`src/rtl/cbq_pkg.sv`:
```
// ----------------------------------------------------------------------------
// cbq_pkg
// Shared types, codes and helpers of the circular byte queue.
// ----------------------------------------------------------------------------
package cbq_pkg;

	localparam int DEPTH = 8;
	localparam int IDX_W = (DEPTH > 1) ? $clog2(DEPTH) : 1;
	localparam int POS_W = 4;

	localparam logic [1:0] OP_INSERT = 2'd0;
	localparam logic [1:0] OP_DELETE = 2'd1;
	localparam logic [1:0] OP_DUMP   = 2'd2;
	localparam logic [1:0] OP_QUERY  = 2'd3;

	localparam logic [2:0] ST_INSERTED  = 3'd0;
	localparam logic [2:0] ST_OVERFLOW  = 3'd1;
	localparam logic [2:0] ST_DELETED   = 3'd2;
	localparam logic [2:0] ST_UNDERFLOW = 3'd3;
	localparam logic [2:0] ST_DUMP      = 3'd4;
	localparam logic [2:0] ST_POSITIONS = 3'd5;

	typedef enum logic [1:0] {
		KIND_INSERT = 2'd0,
		KIND_DELETE = 2'd1,
		KIND_DUMP   = 2'd2,
		KIND_QUERY  = 2'd3
	} kind_t;

	typedef logic [IDX_W-1:0] idx_t;

	typedef struct packed {
		kind_t      kind;
		logic [7:0] data;
	} cmd_t;

	function automatic idx_t next_slot(input idx_t idx);
		return (idx == IDX_W'(DEPTH - 1)) ? '0 : idx + 1'b1;
	endfunction

	function automatic logic [POS_W-1:0] pos_code(input idx_t idx, input logic empty);
		logic [POS_W+IDX_W-1:0] ext;
		ext = {{POS_W{1'b0}}, idx};
		return empty ? {POS_W{1'b1}} : ext[POS_W-1:0];
	endfunction

endpackage

```
`src/rtl/cbq_if.sv`:
```
// ----------------------------------------------------------------------------
// cbq_if
// Request and response channels of the circular byte queue.
// ----------------------------------------------------------------------------
interface cbq_req_if;
	logic       valid;
	logic       ready;
	logic [1:0] op;
	logic [7:0] data_in;

	modport source (output valid, output op, output data_in, input ready);
	modport sink (input valid, input op, input data_in, output ready);
endinterface

interface cbq_rsp_if;
	logic       valid;
	logic       ready;
	logic [2:0] status;
	logic [7:0] data_out;
	logic [3:0] front_pos;
	logic [3:0] rear_pos;
	logic       last;

	modport source (output valid, output status, output data_out, output front_pos,
		output rear_pos, output last, input ready);
	modport sink (input valid, input status, input data_out, input front_pos,
		input rear_pos, input last, output ready);
endinterface

```
`src/rtl/cbq_ram.sv`:
```
// ----------------------------------------------------------------------------
// cbq_ram
// Generic single-write, single-read memory with registered read data.
// ----------------------------------------------------------------------------
module cbq_ram #(
	parameter int WIDTH = 8,
	parameter int DEPTH = 8,
	localparam int AW = (DEPTH > 1) ? $clog2(DEPTH) : 1
) (
	input  logic             clk,
	input  logic             we,
	input  logic [AW-1:0]    waddr,
	input  logic [WIDTH-1:0] wdata,
	input  logic             re,
	input  logic [AW-1:0]    raddr,
	output logic [WIDTH-1:0] rdata
);

	logic [WIDTH-1:0] mem_q [DEPTH];
	logic [WIDTH-1:0] rdata_q;

	always_ff @(posedge clk) begin
		if (we) begin
			mem_q[waddr] <= wdata;
		end
		if (re) begin
			rdata_q <= mem_q[raddr];
		end
	end

	assign rdata = rdata_q;

endmodule

```
`src/rtl/cbq_front.sv`:
```
// ----------------------------------------------------------------------------
// cbq_front
// Accepts request words, decodes the operation and holds them in a
// two-entry queue ahead of the execution stage.
// ----------------------------------------------------------------------------
module cbq_front (
	input  logic          clk,
	input  logic          arst_n,
	cbq_req_if.sink       req,
	output logic          cmd_valid,
	output cbq_pkg::cmd_t cmd,
	input  logic          cmd_ready
);

	cbq_pkg::cmd_t e0_q;
	cbq_pkg::cmd_t e1_q;
	cbq_pkg::cmd_t dec;
	logic [1:0]    count_q;
	logic          push;
	logic          pop;

	always_comb begin
		dec.data = req.data_in;
		unique case (req.op)
			cbq_pkg::OP_INSERT: dec.kind = cbq_pkg::KIND_INSERT;
			cbq_pkg::OP_DELETE: dec.kind = cbq_pkg::KIND_DELETE;
			cbq_pkg::OP_DUMP:   dec.kind = cbq_pkg::KIND_DUMP;
			default:            dec.kind = cbq_pkg::KIND_QUERY;
		endcase
	end

	assign req.ready = (count_q != 2'd2);
	assign push      = req.valid && req.ready;
	assign cmd_valid = (count_q != 2'd0);
	assign pop       = cmd_valid && cmd_ready;
	assign cmd       = e0_q;

	always_ff @(posedge clk or negedge arst_n) begin
		if (!arst_n) begin
			count_q <= 2'd0;
		end else begin
			if (push && !pop) begin
				count_q <= count_q + 2'd1;
			end else if (pop && !push) begin
				count_q <= count_q - 2'd1;
			end
		end
	end

	always_ff @(posedge clk) begin
		if (pop) begin
			if (push && count_q == 2'd1) begin
				e0_q <= dec;
			end else begin
				e0_q <= e1_q;
			end
			if (push && count_q == 2'd2) begin
				e1_q <= dec;
			end
		end else if (push) begin
			if (count_q == 2'd0) begin
				e0_q <= dec;
			end else begin
				e1_q <= dec;
			end
		end
	end

endmodule

```
`src/rtl/cbq_back.sv`:
```
// ----------------------------------------------------------------------------
// cbq_back
// Owns the ring and its indices, carries out one command at a time and
// drives the registered response channel.
// ----------------------------------------------------------------------------
module cbq_back (
	input  logic          clk,
	input  logic          arst_n,
	input  logic          cmd_valid,
	input  cbq_pkg::cmd_t cmd,
	output logic          cmd_ready,
	cbq_rsp_if.source     rsp
);

	typedef enum logic [1:0] {
		BK_IDLE = 2'b01,
		BK_READ = 2'b10
	} bk_state_t;

	bk_state_t       state_q;
	bk_state_t       state_d;
	cbq_pkg::idx_t   head_q, head_d;
	cbq_pkg::idx_t   tail_q, tail_d;
	logic            empty_q, empty_d;
	cbq_pkg::idx_t   rd_addr_q;
	logic [2:0]      pend_status_q, pend_status_d;
	logic            pend_last_q, pend_last_d;
	logic            out_valid_q;
	logic [2:0]      status_q;
	logic [7:0]      data_q;
	logic [3:0]      front_q;
	logic [3:0]      rear_q;
	logic            last_q;
	logic            out_free;
	logic            take;
	logic            emit_rd;
	logic            imm;
	logic [2:0]      imm_status;
	logic            we;
	cbq_pkg::idx_t   waddr;
	logic            re;
	cbq_pkg::idx_t   raddr;
	logic [7:0]      rdata;
	cbq_pkg::idx_t   head_nxt;
	cbq_pkg::idx_t   tail_nxt;
	cbq_pkg::idx_t   rd_nxt;

	cbq_ram #(.WIDTH(8), .DEPTH(cbq_pkg::DEPTH)) u_ram (
		.clk   (clk),
		.we    (we),
		.waddr (waddr),
		.wdata (cmd.data),
		.re    (re),
		.raddr (raddr),
		.rdata (rdata)
	);

	assign out_free  = !out_valid_q || rsp.ready;
	assign take      = (state_q == BK_IDLE) && cmd_valid && out_free;
	assign emit_rd   = (state_q == BK_READ) && out_free;
	assign cmd_ready = take;
	assign head_nxt  = cbq_pkg::next_slot(head_q);
	assign tail_nxt  = cbq_pkg::next_slot(tail_q);
	assign rd_nxt    = cbq_pkg::next_slot(rd_addr_q);

	always_comb begin
		state_d       = state_q;
		head_d        = head_q;
		tail_d        = tail_q;
		empty_d       = empty_q;
		pend_status_d = pend_status_q;
		pend_last_d   = pend_last_q;
		imm           = 1'b0;
		imm_status    = cbq_pkg::ST_POSITIONS;
		we            = 1'b0;
		waddr         = tail_nxt;
		re            = 1'b0;
		raddr         = head_q;
		if (take) begin
			unique case (cmd.kind)
				cbq_pkg::KIND_INSERT: begin
					imm        = 1'b1;
					imm_status = cbq_pkg::ST_INSERTED;
					if (empty_q) begin
						head_d  = '0;
						tail_d  = '0;
						empty_d = 1'b0;
						we      = 1'b1;
						waddr   = '0;
					end else if (tail_nxt == head_q) begin
						imm_status = cbq_pkg::ST_OVERFLOW;
					end else begin
						tail_d = tail_nxt;
						we     = 1'b1;
					end
				end
				cbq_pkg::KIND_DELETE: begin
					if (empty_q) begin
						imm        = 1'b1;
						imm_status = cbq_pkg::ST_UNDERFLOW;
					end else begin
						re            = 1'b1;
						state_d       = BK_READ;
						pend_status_d = cbq_pkg::ST_DELETED;
						pend_last_d   = 1'b1;
						if (head_q == tail_q) begin
							empty_d = 1'b1;
							head_d  = '0;
							tail_d  = '0;
						end else begin
							head_d = head_nxt;
						end
					end
				end
				cbq_pkg::KIND_DUMP: begin
					if (empty_q) begin
						imm        = 1'b1;
						imm_status = cbq_pkg::ST_UNDERFLOW;
					end else begin
						re            = 1'b1;
						state_d       = BK_READ;
						pend_status_d = cbq_pkg::ST_DUMP;
						pend_last_d   = (head_q == tail_q);
					end
				end
				default: begin
					imm        = 1'b1;
					imm_status = cbq_pkg::ST_POSITIONS;
				end
			endcase
		end
		if (emit_rd) begin
			if (pend_last_q) begin
				state_d = BK_IDLE;
			end else begin
				re          = 1'b1;
				raddr       = rd_nxt;
				pend_last_d = (rd_nxt == tail_q);
			end
		end
	end

	always_ff @(posedge clk or negedge arst_n) begin
		if (!arst_n) begin
			state_q     <= BK_IDLE;
			head_q      <= '0;
			tail_q      <= '0;
			empty_q     <= 1'b1;
			out_valid_q <= 1'b0;
		end else begin
			state_q <= state_d;
			head_q  <= head_d;
			tail_q  <= tail_d;
			empty_q <= empty_d;
			if (imm || emit_rd) begin
				out_valid_q <= 1'b1;
			end else if (rsp.ready) begin
				out_valid_q <= 1'b0;
			end
		end
	end

	always_ff @(posedge clk) begin
		pend_status_q <= pend_status_d;
		pend_last_q   <= pend_last_d;
		if (re) begin
			rd_addr_q <= raddr;
		end
		if (imm) begin
			status_q <= imm_status;
			data_q   <= 8'd0;
			front_q  <= cbq_pkg::pos_code(head_d, empty_d);
			rear_q   <= cbq_pkg::pos_code(tail_d, empty_d);
			last_q   <= 1'b1;
		end else if (emit_rd) begin
			status_q <= pend_status_q;
			data_q   <= rdata;
			front_q  <= cbq_pkg::pos_code(head_q, empty_q);
			rear_q   <= cbq_pkg::pos_code(tail_q, empty_q);
			last_q   <= pend_last_q;
		end
	end

	assign rsp.valid     = out_valid_q;
	assign rsp.status    = status_q;
	assign rsp.data_out  = data_q;
	assign rsp.front_pos = front_q;
	assign rsp.rear_pos  = rear_q;
	assign rsp.last      = last_q;

endmodule

```
`src/rtl/circular_byte_queue.sv`:
```
// ----------------------------------------------------------------------------
// circular_byte_queue
// FIFO of bytes held in a ring, driven by insert, delete, dump and query
// requests.
// ----------------------------------------------------------------------------
// The req channel takes one word per operation: op selects insert, delete,
// dump or query, and data_in carries the byte to insert. The rsp channel
// returns one word per result with status, data_out, front_pos, rear_pos and
// last; last marks the final word of each request.
// A request first enters a two-entry queue, so req stays ready while the
// execution stage works. Insert, query, overflow and underflow register their
// word from the queue entry and can follow one another every cycle while rsp
// is not stalled. Delete reads the ring memory, so its word passes the read
// data register first, and no new request is taken until it is sent. A dump
// of n bytes sends n words, one per cycle while rsp is not stalled.
// Reset empties the queue: both positions read as -1 and nothing is held.
// When rsp is stalled, the response word holds, execution pauses and req
// stays ready until the two-entry queue fills.
// ----------------------------------------------------------------------------
module circular_byte_queue (
	input logic       clk,
	input logic       arst_n,
	cbq_req_if.sink   req,
	cbq_rsp_if.source rsp
);

	logic          cmd_valid;
	logic          cmd_ready;
	cbq_pkg::cmd_t cmd;

	cbq_front u_front (
		.clk       (clk),
		.arst_n    (arst_n),
		.req       (req),
		.cmd_valid (cmd_valid),
		.cmd       (cmd),
		.cmd_ready (cmd_ready)
	);

	cbq_back u_back (
		.clk       (clk),
		.arst_n    (arst_n),
		.cmd_valid (cmd_valid),
		.cmd       (cmd),
		.cmd_ready (cmd_ready),
		.rsp       (rsp)
	);

endmodule

```
`src/flat_wrapper.sv`:
```
// flat-port wrapper written by rule: the top's interface ports become plain ports
module circular_byte_queue_flat 
  (clk, arst_n, req_valid, req_op, req_data_in, req_ready, rsp_valid, rsp_status, rsp_data_out, rsp_front_pos, rsp_rear_pos, rsp_last, rsp_ready);
  cbq_req_if req_i ();
  cbq_rsp_if rsp_i ();
  input logic clk;
  input logic arst_n;
  input wire logic [$bits(req_i.valid)-1:0] req_valid;
  input wire logic [$bits(req_i.op)-1:0] req_op;
  input wire logic [$bits(req_i.data_in)-1:0] req_data_in;
  output wire logic [$bits(req_i.ready)-1:0] req_ready;
  output wire logic [$bits(rsp_i.valid)-1:0] rsp_valid;
  output wire logic [$bits(rsp_i.status)-1:0] rsp_status;
  output wire logic [$bits(rsp_i.data_out)-1:0] rsp_data_out;
  output wire logic [$bits(rsp_i.front_pos)-1:0] rsp_front_pos;
  output wire logic [$bits(rsp_i.rear_pos)-1:0] rsp_rear_pos;
  output wire logic [$bits(rsp_i.last)-1:0] rsp_last;
  input wire logic [$bits(rsp_i.ready)-1:0] rsp_ready;
  assign req_i.valid = req_valid;
  assign req_i.op = req_op;
  assign req_i.data_in = req_data_in;
  assign req_ready = req_i.ready;
  assign rsp_valid = rsp_i.valid;
  assign rsp_status = rsp_i.status;
  assign rsp_data_out = rsp_i.data_out;
  assign rsp_front_pos = rsp_i.front_pos;
  assign rsp_rear_pos = rsp_i.rear_pos;
  assign rsp_last = rsp_i.last;
  assign rsp_i.ready = rsp_ready;
  circular_byte_queue u_core (.clk(clk), .arst_n(arst_n), .req(req_i), .rsp(rsp_i));
endmodule
```
`config.mk`:
```
export PLATFORM = sky130hd
export DESIGN_NAME = circular_byte_queue_flat
export DESIGN_NICKNAME = d
export VERILOG_FILES = /design/src/rtl/cbq_pkg.sv /design/src/rtl/cbq_if.sv /design/src/rtl/cbq_ram.sv /design/src/rtl/cbq_front.sv /design/src/rtl/cbq_back.sv /design/src/rtl/circular_byte_queue.sv /design/src/flat_wrapper.sv
export SDC_FILE = /design/constraint.sdc
export NUM_CORES = 1
export LEC_CHECK = 0
export BUFFER_PORTS_ARGS = -buffer_cell sky130_fd_sc_hd__buf_2
export CAP_MARGIN = 25
export CORE_MARGIN = 2
export CORE_UTILIZATION = 51
export DETAILED_ROUTE_END_ITERATION = 12
export PLACE_DENSITY = 0.66
export SLEW_MARGIN = 30
export SYNTH_ARGS = -nofsm -noshare
export SYNTH_HDL_FRONTEND = slang
export SYNTH_SLANG_ARGS = --single-unit
```
`constraint.sdc`:
```
create_clock -name clk -period 5.1 [get_ports clk]
set_input_delay 0.51 -clock clk [delete_from_list [all_inputs] [get_ports clk]]
set_output_delay 0.51 -clock clk [all_outputs]
set_load 0.01 [all_outputs]
```
==> results of run 1 <==
-- sequential cells by signal (all words and copies together), names as in the netlist --
name / count
u_core.u_back.rsp.rear_pos: 3
u_core.u_back.pend_status_q: 2
u_core.u_front.cmd: 10
u_core.u_back.head_q: 3
u_core.u_back.pend_last_q: 1
u_core.u_front.e1_q: 10
u_core.u_back.rsp.data_out: 8
u_core.u_back.rsp.front_pos: 4
u_core.u_back.u_ram.rdata: 8
u_core.u_back.tail_q: 3
u_core.u_back.rsp.valid: 1
u_core.u_back.empty_q: 1
u_core.u_back.rsp.status: 3
u_core.u_front.count_q: 2
u_core.u_back.rsp.last: 1
u_core.u_back.rd_addr_q: 3
u_core.u_back.state_q: 2
u_core.u_back.u_ram.mem_q: 64
-- power groups by stage --
stage / logic, uW / registers, uW / clock network [uW]
after detailed placement: 2170 / 1850 / 0
after floorplan: 1610 / 1750 / 0
after global placement: 2130 / 1840 / 0
after global routing: 2430 / 1870 / 1160
final: 2210 / 1830 / 1100
after CTS: 2190 / 1830 / 1120
-- stage by stage --
step                      total power [uW]  utilization [%]
after global placement                3970             54.2
after floorplan                       3370                -
final                                 5140             58.6
after global routing                  5460             58.6
after detailed placement              4020             54.2
after CTS                             5140             58.4
-- metal layers --
layer / up-vias / track usage [%] / part of all wire [%]
met3: 19 / 6.18 / 7.9
met2: 249 / 35.7 / 46
met4: 0 / 9.12 / 1.7
li1: 2360 / - / -
met1: 2422 / 32.5 / 44
met5: - / 0 / 0
-- timing repair --
item                                   CTS  global route
setup buffers                            0             0
hold buffers                             1             0
endpoints found under the hold margin   10             0
-- critical path: cells and delay by family (launching register included) --
kind,cells,cell delay (ps)
DFF,1,490
AOI/OAI and AO/OA,1,320
xor gates and xnor gates,1,410
adders and majority gates,2,480
and+or+nand+nor,2,1010
-- cell families (layout without fill, tap and decap cells) --
kind of cell | Yosys count | after routing | share of synthesized area, %
compound gates | 113 | 113 | 13.1
xor+xnor | 11 | 11 | 1.41
fa+ha+maj | 15 | 15 | 2.75
buf+inv | 68 | 98 | 3.98
flops | 129 | 129 | 54.5
mux | 35 | 35 | 5.52
simple gates | 264 | 264 | 18.8
-- synthesized netlist by cell type, types with 4 or more instances --
cell,count,share of area (%)
nand2_1,100,5.5
a2111oi_0,33,4.2
nor3_1,12,0.88
dfrtp_1,10,3.7
clkbuf_1,39,2.1
dfxtp_1,10,2.9
a21o_1,5,0.55
nand4_1,5,0.46
nor2_1,53,2.9
inv_1,16,0.88
mux2_2,18,3.0
xnor2_1,4,0.51
buf_2,7,0.51
mux2i_1,16,2.3
a21oi_1,20,1.5
nand2b_1,71,6.5
nor2b_1,6,0.55
a32oi_1,33,4.2
xor2_1,7,0.90
edfxtp_1,107,47
ha_1,15,2.8
o21ai_0,4,0.29
-- area by class of cell --
cell class	instances	area share, %
sequential	129	48.3
inverter	18	0.878
timing repair buffer	48	3.58
clock buffer	17	5.53
multi-input combinational	438	37.3
tap	176	2.86
clock inverter	15	1.54
-- worst paths after layout --
| kind | startpoint | end | slack, ps | cells past startpoint |
|---|---|---|---|---|
| max | u_core.u_back.tail_q[0] | u_core.u_back.u_ram.mem_q[4][0] | 2000 | 6 |
| min | req_op[1] | u_core.u_front.e1_q[9] | 280 | 1 |
| max reg2reg | u_core.u_back.tail_q[0] | u_core.u_back.u_ram.mem_q[4][0] | 2000 | 6 |
| min reg2reg | u_core.u_back.rsp.data_out[1] | u_core.u_back.rsp.data_out[1] | 450 | 2 |
| max in group asynchronous | arst_n | u_core.u_back.state_q[0] | 4270 | 2 |
| min in group asynchronous | arst_n | u_core.u_back.rsp.valid | 540 | 2 |
==> run_results.csv, run 1 <==
group,metric,value,unit
clock_network,htreeDepth,4,
finish,regArea,0.00372,sq mm
power,power_density,668,mW/mm^2
worst_setup_path,end_kind,"flop",
timing,hold_viol,0,
timing,fmax,323,MHz
worst_setup_path,worstPathArrival,3140,ps
flow_run,maxCapViolCount,0,
route,vias_per_cell,6.00,
global_routing,grt-ovfl-total,0,
power,comb_power_share,42.9,%
finish,multi_input_area,0.00287,sq mm
global_routing,grt_antenna_before_repair,0,
route,routed_wirelength,16000,um
route,dr.pass1.iters,5,
clock_network,cts_resized,0,
worst_setup_path,crit_path_start_kind,"flop",
route,ant_nets,0,
logic_synthesis,synth.distinct_cells,57,
placed_design,place_inst,808,
clock_network,cts.sinks,129,
finish,fillCellCount,1100,
power,p_int,3070,uW
finish,final_nets,681,
logic_synthesis,synthFlopType,"edfxtp_1",
finish,antenna_cells,0,
timing,timing.final.crit_period,3100,ps
clock_network,cts_tree,"done",
logic_synthesis,synthCells,635,
floorplanning,core,0.0131,sq mm
clock_network,clock_path_buffers,2,
floorplanning,rows,42,
worst_setup_path,crit_path_max_fanout,9,
placed_design,place_area,0.00712,sq mm
placed_design,hpwl,10300,um
global_routing,grt_pass1_vias,4773,
route,wire_per_inst,19.0,um
route,drtIter0Drc,541,
timing,holdWs,284,ps
worst_setup_path,max_stage_delay,770,ps
timing,maxSlewHeadroom,40.2,%
logic_synthesis,async_flop_share,9.30,%
floorplanning,dieHeight,120,um
logic_synthesis,synth_edf_count,107,
clock_network,clk_latency,410,ps
finish,final_cell_mix,"edfxtp_1 (107), nand2_1 (100), nand2b_1 (70)",
clock_network,clock-root-buffer,"clkbuf_16",
route,drc,0,
floorplanning,die_area,0.0143,sq mm
route,dr_total_vias,5050,
logic_synthesis,ys_ff_latch,129,
timing,setup_viol,0,
finish,drive_above_1_share,16.8,%
clock_network,cts.clk_slew.worst_paths,60,ps
logic_synthesis,netlist_area,0.00682,sq mm
global_routing,grt_max_degree,67,
worst_setup_path,worst_path_most_repeated_cell,"ha_1",
outcome,status,"finished clean",
global_routing,grt_usage,23.5,%
logic_synthesis,syn_avg_cell_area,10.7,sq um
timing,slew_viol_final,0,
power,swShare,40.3,%
timing,worst_slack,2000,ps
timing,worst_pin_slew,894,ps
logic_synthesis,syn-num-nets,664,
worst_setup_path,path_cells,"ha_1 -> ha_1 -> nor2b_1 -> xor2_1 -> o311ai_1 -> nor2_1",
min_path,hold_path_class,"in -> reg",
finish,final_area,0.00769,sq mm
floorplanning,fp.dieW,120,um
timing,tns,0,ps
power,p_sw,2070,uW
finish,areaGrowthSynthToFinish,12.8,%
worst_setup_path,cp.required,5140,ps
timing,finalClockSkew,4.25,ps
finish,stdcell_count,841,
power,clkPwrFrac,21.4,%
timing,rsz0062_at_grt,"no",
worst_setup_path,critPathKind,"reg -> reg",
logic_synthesis,yosys_warnings,0,
floorplanning,ios,36,
power,power.static_leakage,0.00278,uW
worst_setup_path,cp_slowest_cell,"nor2_1",
logic_synthesis,ys_seq_area_share,54.5,%
floorplanning,start_util,51.9,%
finish,final_common_cell,"edfxtp_1",
clock_network,numCtsBuffers,17,
timing,period_share,60.7,%
placed_design,globalplace.congestion,0.882,
power,seqPwrFrac,35.6,%
placed_design,dp_slack,1840,ps
global_routing,grt_pass1_wl,25600,um
placed_design,io_buffers,35,
power,irDropWorstVdd,426,uV
Power figures use the tool's default switching activity.
==> inputs of run 2 (changes only) <==
- clock period: 5.1 -> 2.9 ns (I/O delays scaled with it)
==> run 2 against run 1 <==
- routed wire length increased by 2.8%
- core utilization increased by 0.97 points
- register-to-register slack got worse by 1800 ps
- non-clock buffer count increased by 16
- critical path type unchanged
- critical endpoint is now u_core.u_back.rsp.rear_pos[1]
- largest cell class unchanged
- largest power group unchanged
==> run_results.csv, run 2 (synthesis gave the netlist of run 1 again) <==
group,metric,value,unit
outcome,status,"finished clean",
global_routing,grt-ovfl-total,0,
power,irDropWorstVdd,639,uV
route,ant_nets,0,
timing,timing.final.crit_period,2740,ps
worst_setup_path,crit_path_max_fanout,7,
timing,period_share,94.4,%
global_routing,grt_antenna_before_repair,0,
floorplanning,dieHeight,120,um
worst_setup_path,cp.required,3080,ps
power,power.static_leakage,0.00286,uW
clock_network,cts_tree,"done",
timing,finalClockSkew,6.21,ps
timing,hold_viol,0,
worst_setup_path,r2r_cells,8,
clock_network,clock_path_buffers,2,
worst_setup_path,rr_startpoint,"u_core.u_back.tail_q[1]",
floorplanning,fp.dieW,120,um
worst_setup_path,reg2reg_slack,160,ps
placed_design,hpwl,10600,um
min_path,min_delay_path_depth,1,
timing,slew_viol_final,0,
worst_setup_path,worstPathArrival,2910,ps
timing,maxSlewHeadroom,51.1,%
timing,fmax,365,MHz
finish,stdcell_count,857,
finish,final_area,0.00782,sq mm
finish,antenna_cells,0,
worst_setup_path,end_kind,"flop",
placed_design,io_buffers,35,
min_path,hold_path_class,"in -> reg",
finish,largest_reg_flops,64,
route,dr_total_vias,5124,
clock_network,numCtsBuffers,17,
placed_design,place_inst,824,
clock_network,cts_resized,0,
min_path,worstHoldEndpoint,"u_core.u_front.e1_q[4]",
route,drc,0,
route,vias_per_cell,5.98,
global_routing,grt_max_degree,67,
flow_run,maxCapViolCount,0,
finish,final_cell_mix,"edfxtp_1 (107), nand2_1 (100), nand2b_1 (71)",
clock_network,clock-root-buffer,"clkbuf_16",
clock_network,cts.clk_slew.worst_paths,60,ps
clock_network,htreeDepth,4,
global_routing,grt_usage,23.9,%
route,drtIter0Drc,485,
floorplanning,core,0.0131,sq mm
finish,fillCellCount,1084,
power,power,9240,uW
route,dr.pass1.iters,5,
floorplanning,die_area,0.0143,sq mm
timing,setup_viol,0,
global_routing,grt_pass1_wl,26000,um
timing,worst_pin_slew,734,ps
floorplanning,start_util,51.9,%
finish,areaGrowthSynthToFinish,14.7,%
placed_design,place_area,0.00724,sq mm
global_routing,grt_pass1_vias,4994,
route,routed_wirelength,16400,um
finish,final_nets,697,
floorplanning,ios,36,
worst_setup_path,critPathKind,"reg -> reg",
clock_network,clk_latency,420,ps
finish,drive_above_1_share,17.8,%
timing,rsz0062_at_grt,"yes",
power,power_density,1180,mW/mm^2
finish,top_register,"u_core.u_back.u_ram.mem_q",
worst_setup_path,crit_path_start_kind,"flop",
finish,final_common_cell,"edfxtp_1",
placed_design,globalplace.congestion,0.929,
clock_network,cts.sinks,129,
timing,holdWs,58.5,ps
worst_setup_path,rr_endpoint,"u_core.u_back.rsp.rear_pos[1]",
route,wire_per_inst,19.2,um
floorplanning,rows,42,
min_path,min_from,"req_data_in[4]",
## run 2: worst max path at each step
stage | from | endpoint
3_5_place_dp | u_core.u_front.count_q[0] | u_core.u_back.rsp.front_pos[1]
2_1_floorplan | u_core.u_front.count_q[0] | u_core.u_front.e1_q[0]
6_report | u_core.u_back.tail_q[1] | u_core.u_back.rsp.rear_pos[1]
3_3_place_gp | u_core.u_front.count_q[0] | u_core.u_back.rsp.front_pos[1]
4_1_cts | u_core.u_front.count_q[0] | u_core.u_back.rsp.front_pos[1]
5_1_grt | u_core.u_back.tail_q[1] | u_core.u_back.rsp.rear_pos[1]
## run 2: layer usage
layer | share of wire, % | vias to the layer above | global-route usage (%)
li1 | - | 2409 | -
met1 | 44 | 2463 | 32.4
met3 | 7.9 | 20 | 6.13
met5 | 0 | - | 0
met2 | 47 | 232 | 37.5
met4 | 1.3 | 0 | 8.53
## run 2: through the flow
stage	worst slack [ps]	setup TNS [ps]	util, %
after floorplan	123	0	-
after global placement	290	0	55.1
after detailed placement	232	0	55.1
after CTS	219	0	59.5
after global routing	-15.4	-47.2	59.5
final	163	0	59.5
## run 2: layout make-up
type                            instances  area [sq um]  area share (%)
Clock buffer                           18           429            5.49
Clock inverter                         14           141            1.81
Inverter                               18          67.6           0.864
Multi-Input combinational cell        438          2840            36.3
Sequential cell                       129          3720            47.5
Tap cell                              176           220            2.82
Timing Repair Buffer                   64           408            5.21
## run 2: repair_timing
item / 4_1_cts / 5_1_grt
endpoints found under the setup margin: 0 / 7
setup buffers: 0 / 0
endpoints found under the hold margin: 10 / 0
hold buffers: 1 / 0
## run 2: power breakdown
group / total, uW / leakage (uW) / internal, uW / switching, uW
combinational: 4040 / 0.00139 / 1530 / 2500
sequential: 3160 / 0.00120 / 2790 / 374
clock: 2040 / 0.000262 / 1260 / 787
total: 9240 / 0.00286 / 5580 / 3670
## run 2: worst max-delay path, cell delays in order (launching register included)
cell,delay (ps)
dfrtp_1,460
ha_1,230
ha_1,230
nor2b_1,240
xor2_1,200
o311ai_0,630
buf_4,230
nand4_1,100
a21o_1,190
